<file path="src/podo_pkg.sv">
`timescale 1ns / 1ps
// ----------------------------------------------------------------------------
// podo_pkg: shared types and constants for the planar odometry integrator
// Request structs, angle table and fixed-point constants.
// ----------------------------------------------------------------------------
package podo_pkg;

  typedef struct packed {
    logic signed [15:0] vel_fwd;
    logic signed [15:0] vel_side;
    logic signed [15:0] vel_turn;
    logic [15:0]        elapsed;
  } podo_in_t;

  typedef struct packed {
    logic signed [31:0] pos_x;
    logic signed [31:0] pos_y;
    logic [15:0]        heading;
    logic signed [15:0] quat_z;
    logic signed [15:0] quat_w;
    logic signed [15:0] echo_fwd;
    logic signed [15:0] echo_side;
    logic signed [15:0] echo_turn;
  } podo_out_t;

  localparam int unsigned AngTableLen = 24;
  localparam logic signed [33:0] CordicInvGain = 34'sd652032874;
  localparam logic [17:0] RadToBam = 18'd166886;

  function automatic logic [29:0] ang_entry(input logic [4:0] i);
    logic [29:0] r;
    begin
      case (i)
        5'd0:  r = 30'd536870912;
        5'd1:  r = 30'd316933406;
        5'd2:  r = 30'd167458907;
        5'd3:  r = 30'd85004756;
        5'd4:  r = 30'd42667331;
        5'd5:  r = 30'd21354465;
        5'd6:  r = 30'd10679838;
        5'd7:  r = 30'd5340245;
        5'd8:  r = 30'd2670163;
        5'd9:  r = 30'd1335087;
        5'd10: r = 30'd667544;
        5'd11: r = 30'd333772;
        5'd12: r = 30'd166886;
        5'd13: r = 30'd83443;
        5'd14: r = 30'd41722;
        5'd15: r = 30'd20861;
        5'd16: r = 30'd10430;
        5'd17: r = 30'd5215;
        5'd18: r = 30'd2608;
        5'd19: r = 30'd1304;
        5'd20: r = 30'd652;
        5'd21: r = 30'd326;
        5'd22: r = 30'd163;
        5'd23: r = 30'd81;
        default: r = 30'd0;
      endcase
      return r;
    end
  endfunction

endpackage

</file>
<file path="src/podo_cordic.sv">
`timescale 1ns / 1ps
`default_nettype none
// ----------------------------------------------------------------------------
// podo_cordic: iterative rotation-mode cordic
// One micro-rotation per cycle on a binary angle; cosine and sine in Q4.30.
// ----------------------------------------------------------------------------
module podo_cordic #(
  parameter int unsigned Steps = 16
) (
  input  wire logic               clk_i,
  input  wire logic               rst_ni,
  input  wire logic               start_i,
  input  wire logic [31:0]        angle_i,
  output logic                    done_o,
  output logic signed [33:0]      cos_o,
  output logic signed [33:0]      sin_o
);

  localparam int unsigned NumIter = (Steps > podo_pkg::AngTableLen) ?
                                    podo_pkg::AngTableLen : Steps;

  logic               busy_q, busy_d;
  logic [4:0]         idx_q, idx_d;
  logic               neg_q, neg_d;
  logic signed [33:0] x_q, x_d, y_q, y_d;
  logic signed [33:0] z_q, z_d;
  logic               done_q, done_d;
  logic signed [33:0] dx, dy, ang, za;

  assign dx  = y_q >>> idx_q;
  assign dy  = x_q >>> idx_q;
  assign ang = {4'd0, podo_pkg::ang_entry(idx_q)};
  assign za  = {{2{angle_i[31]}}, angle_i};

  always_comb begin
    busy_d = busy_q;
    idx_d  = idx_q;
    neg_d  = neg_q;
    x_d    = x_q;
    y_d    = y_q;
    z_d    = z_q;
    done_d = 1'b0;
    if (start_i) begin
      busy_d = 1'b1;
      idx_d  = 5'd0;
      x_d    = podo_pkg::CordicInvGain;
      y_d    = '0;
      if (za > 34'sd1073741824) begin
        z_d = za - 34'sd2147483648; neg_d = 1'b1;
      end else if (za < -34'sd1073741824) begin
        z_d = za + 34'sd2147483648; neg_d = 1'b1;
      end else begin
        z_d = za; neg_d = 1'b0;
      end
    end else if (busy_q) begin
      if (z_q >= 0) begin
        x_d = x_q - dx; y_d = y_q + dy; z_d = z_q - ang;
      end else begin
        x_d = x_q + dx; y_d = y_q - dy; z_d = z_q + ang;
      end
      idx_d = idx_q + 5'd1;
      if (idx_q == 5'(NumIter - 1)) begin
        busy_d = 1'b0;
        done_d = 1'b1;
      end
    end
  end

  always_ff @(posedge clk_i or negedge rst_ni) begin
    if (!rst_ni) begin
      busy_q <= 1'b0;
      done_q <= 1'b0;
      idx_q  <= '0;
    end else begin
      busy_q <= busy_d;
      done_q <= done_d;
      idx_q  <= idx_d;
    end
  end

  always_ff @(posedge clk_i) begin
    neg_q <= neg_d;
    x_q   <= x_d;
    y_q   <= y_d;
    z_q   <= z_d;
  end

  assign done_o = done_q;
  assign cos_o  = neg_q ? -x_q : x_q;
  assign sin_o  = neg_q ? -y_q : y_q;

endmodule
`default_nettype wire

</file>
<file path="src/podo_serial_mult.sv">
`timescale 1ns / 1ps
`default_nettype none
// ----------------------------------------------------------------------------
// podo_serial_mult: bit-serial signed multiplier
// Shift-add over the multiplier bits, one bit per cycle, top bit weighted negative.
// ----------------------------------------------------------------------------
module podo_serial_mult #(
  parameter int unsigned AW = 34,
  parameter int unsigned BW = 17
) (
  input  wire logic                  clk_i,
  input  wire logic                  rst_ni,
  input  wire logic                  start_i,
  input  wire logic signed [AW-1:0]  a_i,
  input  wire logic signed [BW-1:0]  b_i,
  output logic                       done_o,
  output logic signed [AW+BW-1:0]    prod_o
);

  localparam int unsigned PW = AW + BW;
  localparam int unsigned CW = $clog2(BW + 1);

  logic                 busy_q;
  logic [CW-1:0]        cnt_q;
  logic signed [PW-1:0] a_q;
  logic [BW-1:0]        b_q;
  logic signed [PW-1:0] acc_q;
  logic                 done_q;
  logic                 last;

  assign last = (cnt_q == CW'(BW - 1));

  always_ff @(posedge clk_i or negedge rst_ni) begin
    if (!rst_ni) begin
      busy_q <= 1'b0;
      done_q <= 1'b0;
      cnt_q  <= '0;
    end else begin
      done_q <= 1'b0;
      if (start_i) begin
        busy_q <= 1'b1;
        cnt_q  <= '0;
      end else if (busy_q) begin
        cnt_q <= cnt_q + CW'(1);
        if (last) begin
          busy_q <= 1'b0;
          done_q <= 1'b1;
        end
      end
    end
  end

  always_ff @(posedge clk_i) begin
    if (start_i) begin
      a_q   <= PW'(a_i);
      b_q   <= b_i;
      acc_q <= '0;
    end else if (busy_q) begin
      if (b_q[0]) begin
        acc_q <= last ? acc_q - a_q : acc_q + a_q;
      end
      a_q <= a_q <<< 1;
      b_q <= b_q >> 1;
    end
  end

  assign done_o = done_q;
  assign prod_o = acc_q;

endmodule
`default_nettype wire

</file>
<file path="src/planar_odometry_integrator.sv">
`timescale 1ns / 1ps
`default_nettype none
// ----------------------------------------------------------------------------
// planar_odometry_integrator: dead-reckoning pose integrator
// Rotates body velocity by heading, integrates position and heading,
// and reports pose with the yaw quaternion.
// ----------------------------------------------------------------------------
// channel | direction | signals
// in      | request   | in_valid_i, in_ready_o, in_req_i
// out     | result    | out_valid_o, out_ready_i, out_req_o
//
// one request at a time; each request runs a cordic pass, eight serial
// multiplies on one shared 51-by-33-bit shift-add multiplier and a second
// cordic pass, then loads the output register and returns to idle.
// reset clears the pose to zero. a finished result waits in the output
// register; the next request is taken while it waits, and its result
// cannot overwrite the waiting one.
// ----------------------------------------------------------------------------
module planar_odometry_integrator #(
  parameter int unsigned CORDIC_STEPS = 16
) (
  input  wire logic                 clk_i,
  input  wire logic                 rst_ni,
  input  wire logic                 in_valid_i,
  output logic                      in_ready_o,
  input  wire podo_pkg::podo_in_t   in_req_i,
  output logic                      out_valid_o,
  input  wire logic                 out_ready_i,
  output podo_pkg::podo_out_t       out_req_o
);

  localparam logic [3:0] StIdle  = 4'd0;
  localparam logic [3:0] StCs1   = 4'd1;
  localparam logic [3:0] StM1    = 4'd2;
  localparam logic [3:0] StM2    = 4'd3;
  localparam logic [3:0] StM3    = 4'd4;
  localparam logic [3:0] StM4    = 4'd5;
  localparam logic [3:0] StMx    = 4'd6;
  localparam logic [3:0] StMy    = 4'd7;
  localparam logic [3:0] StMt    = 4'd8;
  localparam logic [3:0] StMh    = 4'd9;
  localparam logic [3:0] StCs2   = 4'd10;
  localparam logic [3:0] StWait  = 4'd11;

  logic [3:0]          state_q;
  logic                go_q;
  podo_pkg::podo_in_t  req_q;
  logic signed [31:0]  x_acc_q, y_acc_q;
  logic [31:0]         heading_acc_q;
  logic signed [33:0]  c_q, s_q;
  logic signed [50:0]  p_q;
  logic signed [50:0]  rx_q, ry_q;
  logic                out_valid_q;
  podo_pkg::podo_out_t out_q;

  logic               cs_start, cs_done;
  logic [31:0]        cs_angle;
  logic signed [33:0] cs_cos, cs_sin;
  logic               m_start, m_done;
  logic signed [50:0] m_a;
  logic signed [32:0] m_b;
  logic signed [83:0] m_prod;
  logic signed [83:0] hdg_round;

  podo_cordic #(.Steps(CORDIC_STEPS)) u_cordic (
    .clk_i, .rst_ni, .start_i(cs_start), .angle_i(cs_angle),
    .done_o(cs_done), .cos_o(cs_cos), .sin_o(cs_sin)
  );

  podo_serial_mult #(.AW(51), .BW(33)) u_mult (
    .clk_i, .rst_ni, .start_i(m_start), .a_i(m_a), .b_i(m_b),
    .done_o(m_done), .prod_o(m_prod)
  );

  assign cs_start = go_q && (state_q == StCs1 || state_q == StCs2);
  assign cs_angle = (state_q == StCs2) ? {1'b0, heading_acc_q[31:1]} : heading_acc_q;
  assign m_start  = go_q && state_q != StCs1 && state_q != StCs2 && state_q != StIdle
                    && state_q != StWait;
  assign hdg_round = m_prod + 84'sd32768;

  always_comb begin
    m_a = '0;
    m_b = '0;
    case (state_q)
      StM1: begin m_a = 51'(c_q); m_b = 33'(req_q.vel_fwd); end
      StM2: begin m_a = 51'(s_q); m_b = 33'(req_q.vel_side); end
      StM3: begin m_a = 51'(s_q); m_b = 33'(req_q.vel_fwd); end
      StM4: begin m_a = 51'(c_q); m_b = 33'(req_q.vel_side); end
      StMx: begin m_a = rx_q; m_b = 33'({1'b0, req_q.elapsed}); end
      StMy: begin m_a = ry_q; m_b = 33'({1'b0, req_q.elapsed}); end
      StMt: begin m_a = 51'(req_q.vel_turn); m_b = 33'({1'b0, req_q.elapsed}); end
      StMh: begin m_a = p_q; m_b = 33'({1'b0, podo_pkg::RadToBam}); end
      default: begin m_a = '0; m_b = '0; end
    endcase
  end

  function automatic logic signed [31:0] sat_add(input logic signed [31:0] a,
                                                 input logic signed [83:0] prod);
    logic signed [83:0] d;
    logic signed [84:0] r;
    begin
      d = (prod + (84'sd1 <<< 41)) >>> 42;
      r = 85'(a) + 85'(d);
      if (r > 85'sd2147483647) r = 85'sd2147483647;
      if (r < -85'sd2147483648) r = -85'sd2147483648;
      return r[31:0];
    end
  endfunction

  function automatic logic signed [15:0] to_q14(input logic signed [33:0] v);
    logic signed [34:0] r;
    begin
      r = (35'(v) + 35'sd32768) >>> 16;
      if (r > 35'sd16384) r = 35'sd16384;
      if (r < -35'sd16384) r = -35'sd16384;
      return r[15:0];
    end
  endfunction

  assign in_ready_o = (state_q == StIdle);

  always_ff @(posedge clk_i or negedge rst_ni) begin
    if (!rst_ni) begin
      state_q       <= StIdle;
      go_q          <= 1'b0;
      x_acc_q       <= '0;
      y_acc_q       <= '0;
      heading_acc_q <= '0;
      out_valid_q   <= 1'b0;
    end else begin
      go_q <= (state_q == StIdle && in_valid_i) || cs_done || m_done;
      if (out_valid_q && out_ready_i && state_q != StWait) out_valid_q <= 1'b0;
      case (state_q)
        StIdle: if (in_valid_i) state_q <= StCs1;
        StCs1: if (cs_done) state_q <= StM1;
        StM1: if (m_done) state_q <= StM2;
        StM2: if (m_done) state_q <= StM3;
        StM3: if (m_done) state_q <= StM4;
        StM4: if (m_done) state_q <= StMx;
        StMx: if (m_done) begin
          x_acc_q <= sat_add(x_acc_q, m_prod);
          state_q <= StMy;
        end
        StMy: if (m_done) begin
          y_acc_q <= sat_add(y_acc_q, m_prod);
          state_q <= StMt;
        end
        StMt: if (m_done) state_q <= StMh;
        StMh: if (m_done) begin
          heading_acc_q <= heading_acc_q + hdg_round[47:16];
          state_q <= StCs2;
        end
        StCs2: if (cs_done) state_q <= StWait;
        StWait: if (!out_valid_q || out_ready_i) begin
          out_valid_q <= 1'b1;
          state_q     <= StIdle;
        end
        default: state_q <= StIdle;
      endcase
    end
  end

  always_ff @(posedge clk_i) begin
    if (state_q == StIdle && in_valid_i) req_q <= in_req_i;
    if (state_q == StCs1 && cs_done) begin
      c_q <= cs_cos; s_q <= cs_sin;
    end
    if (m_done) begin
      case (state_q)
        StM1: p_q <= m_prod[50:0];
        StM2: rx_q <= p_q - m_prod[50:0];
        StM3: p_q <= m_prod[50:0];
        StM4: ry_q <= p_q + m_prod[50:0];
        StMt: p_q <= m_prod[50:0];
        default: p_q <= p_q;
      endcase
    end
    if (state_q == StWait && (!out_valid_q || out_ready_i)) begin
      out_q.pos_x     <= x_acc_q;
      out_q.pos_y     <= y_acc_q;
      out_q.heading   <= heading_acc_q[31:16];
      out_q.quat_z    <= to_q14(cs_sin);
      out_q.quat_w    <= to_q14(cs_cos);
      out_q.echo_fwd  <= req_q.vel_fwd;
      out_q.echo_side <= req_q.vel_side;
      out_q.echo_turn <= req_q.vel_turn;
    end
  end

  assign out_valid_o = out_valid_q;
  assign out_req_o   = out_q;

  a_ready_idle: assert property (@(posedge clk_i) disable iff (!rst_ni)
    in_ready_o |-> state_q == StIdle) else $error("ready outside idle");
  a_out_hold: assert property (@(posedge clk_i) disable iff (!rst_ni)
    out_valid_o && !out_ready_i |=> out_valid_o && $stable(out_req_o))
    else $error("result dropped under stall");
  a_one_unit: assert property (@(posedge clk_i) disable iff (!rst_ni)
    !(cs_start && m_start)) else $error("two units started");

endmodule
`default_nettype wire
</file>
<file path="config.mk">
export PLATFORM = sky130hd
export DESIGN_NAME = planar_odometry_integrator
export DESIGN_NICKNAME = d
export VERILOG_FILES = /design/src/podo_pkg.sv /design/src/podo_cordic.sv /design/src/podo_serial_mult.sv /design/src/planar_odometry_integrator.sv
export SDC_FILE = /design/constraint.sdc
export NUM_CORES = 2
export LEC_CHECK = 0
export BUFFER_PORTS_ARGS = -buffer_cell sky130_fd_sc_hd__buf_2
export CAP_MARGIN = 20
export CORE_ASPECT_RATIO = 0.5
export CORE_MARGIN = 1
export CORE_UTILIZATION = 40
export DETAILED_ROUTE_END_ITERATION = 16
export PLACE_DENSITY = 0.61
export REMOVE_ABC_BUFFERS = 1
export SLEW_MARGIN = 5
export SYNTH_ARGS = -nofsm -noshare
export SYNTH_HDL_FRONTEND = slang
export SYNTH_HIERARCHICAL = 1
export SYNTH_SLANG_ARGS = --single-unit
</file>
<file path="constraint.sdc">
create_clock -name clk_i -period 22 [get_ports clk_i]
set_input_delay 1.1 -clock clk_i [delete_from_list [all_inputs] [get_ports clk_i]]
set_output_delay 1.1 -clock clk_i [all_outputs]
set_load 0.01 [all_outputs]
</file>
==> impl_metrics.prom <==
# TYPE chip_impl_metric gauge
chip_impl_metric{name="drv.max_cap_violation_count",unit=""} 0
chip_impl_info{name="cp_slowest_cell",value="sky130_fd_sc_hd__buf_4"} 1
chip_impl_metric{name="p_total",unit="W"} 0.00332
chip_impl_metric{name="final.min_clock_period",unit="ns"} 8.69
chip_impl_metric{name="max_freq",unit="GHz"} 0.115
chip_impl_metric{name="grt_pass1_vias",unit=""} 52181
chip_impl_metric{name="post_drt_wl_per_cell",unit="µm"} 22.4
chip_impl_metric{name="clock_latency",unit="ns"} 0.71
chip_impl_metric{name="die_outline_area",unit="mm²"} 0.167
chip_impl_metric{name="vias_per_instance",unit=""} 5.91
chip_impl_metric{name="cellLeakagePower",unit="nW"} 29.0
chip_impl_metric{name="worst_slew_margin_rel",unit="%"} 25.2
chip_impl_metric{name="drt_pass1_iterations",unit=""} 7
chip_impl_info{name="gr-max-usage-layer",value="met2"} 1
chip_impl_metric{name="gr-usage-met2",unit="%"} 38.5
chip_impl_metric{name="hold_violations",unit=""} 0
chip_impl_metric{name="grt_start_max_net_pins",unit=""} 137
chip_impl_info{name="rsz0062_at_grt",value="false"} 1
chip_impl_metric{name="synth_largest_type_area_fraction",unit="%"} 27.1
chip_impl_info{name="worst_reg2reg_endpoint",value="u_cordic/y_q[33]"} 1
chip_impl_metric{name="ir_worst_vdd",unit="µV"} 52.2
chip_impl_metric{name="max_slew.worst_pin.slew",unit="ns"} 1.11
chip_impl_metric{name="use_met3",unit="%"} 4.03
chip_impl_metric{name="skew",unit="ns"} 0.0524
chip_impl_metric{name="vias",unit=""} 55971
chip_impl_metric{name="part_of_the_power_in_combinational_logic",unit="%"} 0.3
chip_impl_metric{name="timing.final.setup_violations",unit=""} 0
chip_impl_metric{name="grt_antenna_before_repair",unit=""} 5
chip_impl_metric{name="register_to_register_setup_slack",unit="ns"} 13.31
chip_impl_metric{name="synth-seq-cells",unit=""} 866
chip_impl_info{name="min-delay-path-class",value="primary input to async pin"} 1
chip_impl_metric{name="fin_util",unit="%"} 43.9
chip_impl_metric{name="ys_seq_area_share",unit="%"} 36.2
chip_impl_metric{name="cts.htree.levels",unit=""} 3
chip_impl_metric{name="synthCells",unit=""} 7201
chip_impl_info{name="critPathCapture",value="u_cordic/y_q[33]"} 1
chip_impl_metric{name="mapped_area",unit="mm²"} 0.0661
chip_impl_metric{name="cp_slowest_stage_delay",unit="ns"} 0.92
chip_impl_info{name="final_common_cell",value="sky130_fd_sc_hd__nand2_1"} 1
chip_impl_metric{name="cp.arrival",unit="ns"} 9.28
chip_impl_metric{name="drtAntennaViolNets",unit=""} 0
chip_impl_metric{name="number_of_enable_flip_flop_cells_after_synthesis",unit=""} 597
chip_impl_metric{name="yosysWarningCount",unit=""} 6
chip_impl_metric{name="die_x",unit="µm"} 577
chip_impl_metric{name="report.final.slew_viol_count",unit=""} 0
chip_impl_metric{name="internal_power",unit="W"} 0.00260
chip_impl_metric{name="hold_slack",unit="ns"} 0.413
chip_impl_metric{name="clock-sinks",unit=""} 866
chip_impl_metric{name="cts.repair.resized",unit=""} 0
chip_impl_metric{name="core",unit="mm²"} 0.164
chip_impl_metric{name="drive_gt1_share",unit="%"} 10.8
chip_impl_metric{name="cts_hold_buffers",unit=""} 0
chip_impl_metric{name="initialDrtViolationCount",unit=""} 5498
chip_impl_metric{name="cp.depth",unit=""} 24
chip_impl_metric{name="synth-async-reset-ratio",unit="%"} 13.5
chip_impl_metric{name="grt_util_all_layers",unit="%"} 24.7
chip_impl_metric{name="cts.clk_slew.worst_paths",unit="ns"} 0.06
chip_impl_metric{name="place_hpwl",unit="µm"} 158000
chip_impl_metric{name="finalInstanceArea",unit="mm²"} 0.0719
chip_impl_metric{name="timing.final.crit_share",unit="%"} 39.5
chip_impl_info{name="worst_path_dominant_cell_family",value="simple AND/OR/NAND/NOR gates"} 1
chip_impl_metric{name="rows",unit=""} 105
chip_impl_info{name="run_status",value="finished clean"} 1
chip_impl_metric{name="floorplan.io_pins",unit=""} 230
chip_impl_info{name="worstSetupStartpoint",value="u_cordic/idx_q[0]"} 1
chip_impl_info{name="r2r_start",value="u_cordic/idx_q[0]"} 1
chip_impl_metric{name="placedInstanceArea",unit="mm²"} 0.0689
chip_impl_info{name="netlist.top_cell.by_area",value="sky130_fd_sc_hd__edfxtp_1"} 1
chip_impl_info{name="tritoncts_clock_tree",value="done"} 1
chip_impl_info{name="crit_path_cell_trace",value="buf_4, buf_4, mux4_1, mux2_2, o2bb2ai_1, a211oi_1, nor4b_2, nand4_1, or4b_1, or2_1, o21ai_0, xor2_1, ha_1, a21o_1, a21o_1, a221o_1, and2_1, o31ai_1, o21ai_0, nand4_1, nand4b_1, xnor2_1, or3_1, a21oi_1"} 1
chip_impl_metric{name="critPathBufInv",unit=""} 2
chip_impl_metric{name="buffer_ports.inserted",unit=""} 229
chip_impl_metric{name="final.setup.tns",unit="ns"} 0
chip_impl_metric{name="clock_power_share",unit="%"} 47.8
chip_impl_info{name="worstSetupEndpointType",value="flop"} 1
chip_impl_metric{name="postRouteWirelength",unit="µm"} 212000
chip_impl_metric{name="met1_usage",unit="%"} 35.2
chip_impl_metric{name="cts_inserted_buffers",unit=""} 87
chip_impl_metric{name="netSwitchingFraction",unit="%"} 21.7
chip_impl_metric{name="routabilityCongestion",unit=""} 0.982
chip_impl_metric{name="cellPowerDensity",unit="mW/mm²"} 46.2
chip_impl_metric{name="seqPwrFrac",unit="%"} 51.8
chip_impl_info{name="most-common-layout-cells",value="sky130_fd_sc_hd__nand2_1 (776), sky130_fd_sc_hd__edfxtp_1 (597), sky130_fd_sc_hd__a21oi_1 (563)"} 1
chip_impl_info{name="ys.flop_type",value="sky130_fd_sc_hd__edfxtp_1"} 1
chip_impl_metric{name="grt_first_pass_wirelength",unit="µm"} 321000
chip_impl_metric{name="post-route-drc-count",unit=""} 0
chip_impl_metric{name="flow.area_growth_from_synthesis",unit="%"} 8.89
chip_impl_metric{name="post_synth.cell_area_avg",unit="µm²"} 9.17
chip_impl_metric{name="die_h",unit="µm"} 289
chip_impl_metric{name="cts-root-to-sink-buffers",unit=""} 3
chip_impl_metric{name="finish.net_count",unit=""} 7709
chip_impl_metric{name="yosys.cell_types.count",unit=""} 122
chip_impl_info{name="cts_root_buffer",value="sky130_fd_sc_hd__clkbuf_16"} 1
chip_impl_metric{name="timing.reg2reg.worst_path_depth",unit=""} 24
chip_impl_info{name="synth.area.top_cells",value="sky130_fd_sc_hd__edfxtp_1 (27%), sky130_fd_sc_hd__ha_1 (8.3%), sky130_fd_sc_hd__xnor2_1 (6.0%)"} 1
chip_impl_metric{name="net-switching-power",unit="W"} 0.000722
chip_impl_metric{name="initial_core_util",unit="%"} 40.3
chip_impl_metric{name="overflow",unit=""} 0
chip_impl_info{name="worstSetupStartpointType",value="flop"} 1
chip_impl_metric{name="crit_path_required_time",unit="ns"} 22.59
chip_impl_metric{name="worstPathMaxFanout",unit=""} 63
chip_impl_info{name="crit_type",value="flop to flop"} 1
chip_impl_metric{name="cts_setup_buffers",unit=""} 0
-- synth_stat cells (58+ instances only) --
cell type,count
sky130_fd_sc_hd__nand3_1,164
sky130_fd_sc_hd__mux2i_1,109
sky130_fd_sc_hd__ha_1,436
sky130_fd_sc_hd__xnor2_1,454
sky130_fd_sc_hd__o21ai_1,82
sky130_fd_sc_hd__mux4_2,62
sky130_fd_sc_hd__dfxtp_1,152
sky130_fd_sc_hd__a31oi_1,72
sky130_fd_sc_hd__nand2_1,778
sky130_fd_sc_hd__o21bai_1,74
sky130_fd_sc_hd__o31ai_1,79
sky130_fd_sc_hd__nand4_1,95
sky130_fd_sc_hd__inv_1,263
sky130_fd_sc_hd__nand2b_1,76
sky130_fd_sc_hd__a21oi_1,563
sky130_fd_sc_hd__dfrtp_1,117
sky130_fd_sc_hd__mux2_2,156
sky130_fd_sc_hd__a211oi_1,58
sky130_fd_sc_hd__a21o_1,156
sky130_fd_sc_hd__nor3_1,108
sky130_fd_sc_hd__nor2_1,560
sky130_fd_sc_hd__edfxtp_1,597
sky130_fd_sc_hd__o21ai_0,441
sky130_fd_sc_hd__xor2_1,249
sky130_fd_sc_hd__clkbuf_1,315
-- kinds of logic (layout without fill, tap and decap cells) --
logic type / after synthesis / after routing / share of synthesized area (%)
AOI/OAI and AO/OA: 2012 / 2012 / 19.5
xor gates and xnor gates: 703 / 703 / 9.32
adders and majority gates: 445 / 445 / 8.53
buffers and inverters: 673 / 741 / 4.23
DFF: 866 / 866 / 36.2
muxes: 339 / 339 / 6.88
other: 0 / 1 / 0
and+or+nand+nor: 2163 / 2163 / 15.3
-- through the flow --
step,worst slack (ns),std cells
after CTS,13.43,9461
final,13.31,9463
after floorplan,9.20,6795
after detailed placement,13.48,9299
after global routing,12.80,9463
after global placement,13.47,9299
-- worst min path at each step --
stage | start | end | slack [ns] | cells after the start
5_1_grt | rst_ni | y_acc_q[29] | 0.45 | 1
3_3_place_gp | req_q[59] | out_req_o[43] | 0.43 | 0
6_report | rst_ni | y_acc_q[29] | 0.41 | 1
3_5_place_dp | req_q[51] | out_req_o[35] | 0.44 | 0
4_1_cts | rst_ni | y_acc_q[29] | 0.41 | 1
2_1_floorplan | req_q[33] | out_req_o[17] | 0.43 | 0
-- cell type report --
class | instances | area, µm²
well taps | 2193 | 2740
repair buffers | 312 | 1790
fillers | 16102 | 92000
clock buffers | 103 | 2330
inverters | 267 | 1000
clock inverters | 59 | 659
diodes | 1 | 2.50
flip-flops and latches | 866 | 23900
multi-input cells | 5662 | 39500
-- power by group through the flow --
stage | combinational (W) | clock, W | sequential (W)
3_5_place_dp | 0.0000111 | 0 | 0.00176
5_1_grt | 0.0000123 | 0.00169 | 0.00172
4_1_cts | 0.0000112 | 0.00163 | 0.00172
2_1_floorplan | 0.0000000209 | 0 | 0.00176
6_report | 0.0000107 | 0.00159 | 0.00172
3_3_place_gp | 0.0000109 | 0 | 0.00176
-- sequential cells by signal, summed over array words and instances (netlist names), 51 cells and up --
| signal | cells |
|---|---|
| u_mult/a_q | 84 |
| req_q | 64 |
| p_q | 51 |
| ry_q | 51 |
| u_mult/prod_o | 84 |
| rx_q | 51 |
| out_req_o | 160 |
-- worst reg2reg max path: stages, from the launching register on --
cell and delay (ns):
sky130_fd_sc_hd__dfrtp_4 0.59, sky130_fd_sc_hd__buf_4 0.65, sky130_fd_sc_hd__buf_4 0.97, sky130_fd_sc_hd__mux4_1 0.75
sky130_fd_sc_hd__mux2_2 0.32, sky130_fd_sc_hd__o2bb2ai_1 0.13, sky130_fd_sc_hd__a211oi_1 0.42, sky130_fd_sc_hd__nor4b_2 0.46
sky130_fd_sc_hd__nand4_1 0.25, sky130_fd_sc_hd__or4b_1 0.59, sky130_fd_sc_hd__or2_1 0.31, sky130_fd_sc_hd__o21ai_0 0.27
sky130_fd_sc_hd__xor2_1 0.22, sky130_fd_sc_hd__ha_1 0.31, sky130_fd_sc_hd__a21o_1 0.19, sky130_fd_sc_hd__a21o_1 0.17
sky130_fd_sc_hd__a221o_1 0.30, sky130_fd_sc_hd__and2_1 0.19, sky130_fd_sc_hd__o31ai_1 0.43, sky130_fd_sc_hd__o21ai_0 0.22
sky130_fd_sc_hd__nand4_1 0.13, sky130_fd_sc_hd__nand4b_1 0.12, sky130_fd_sc_hd__xnor2_1 0.15, sky130_fd_sc_hd__or3_1 0.32
sky130_fd_sc_hd__a21oi_1 0.14
-- per-layer routing --
metal / routed length (µm) / part of all wire [%]
met5: 7 / 0.0033
met4: 6460 / 3.0
met3: 16200 / 7.6
met2: 91700 / 43
met1: 97800 / 46
Note: power is estimated with default switching activity, not from simulation.
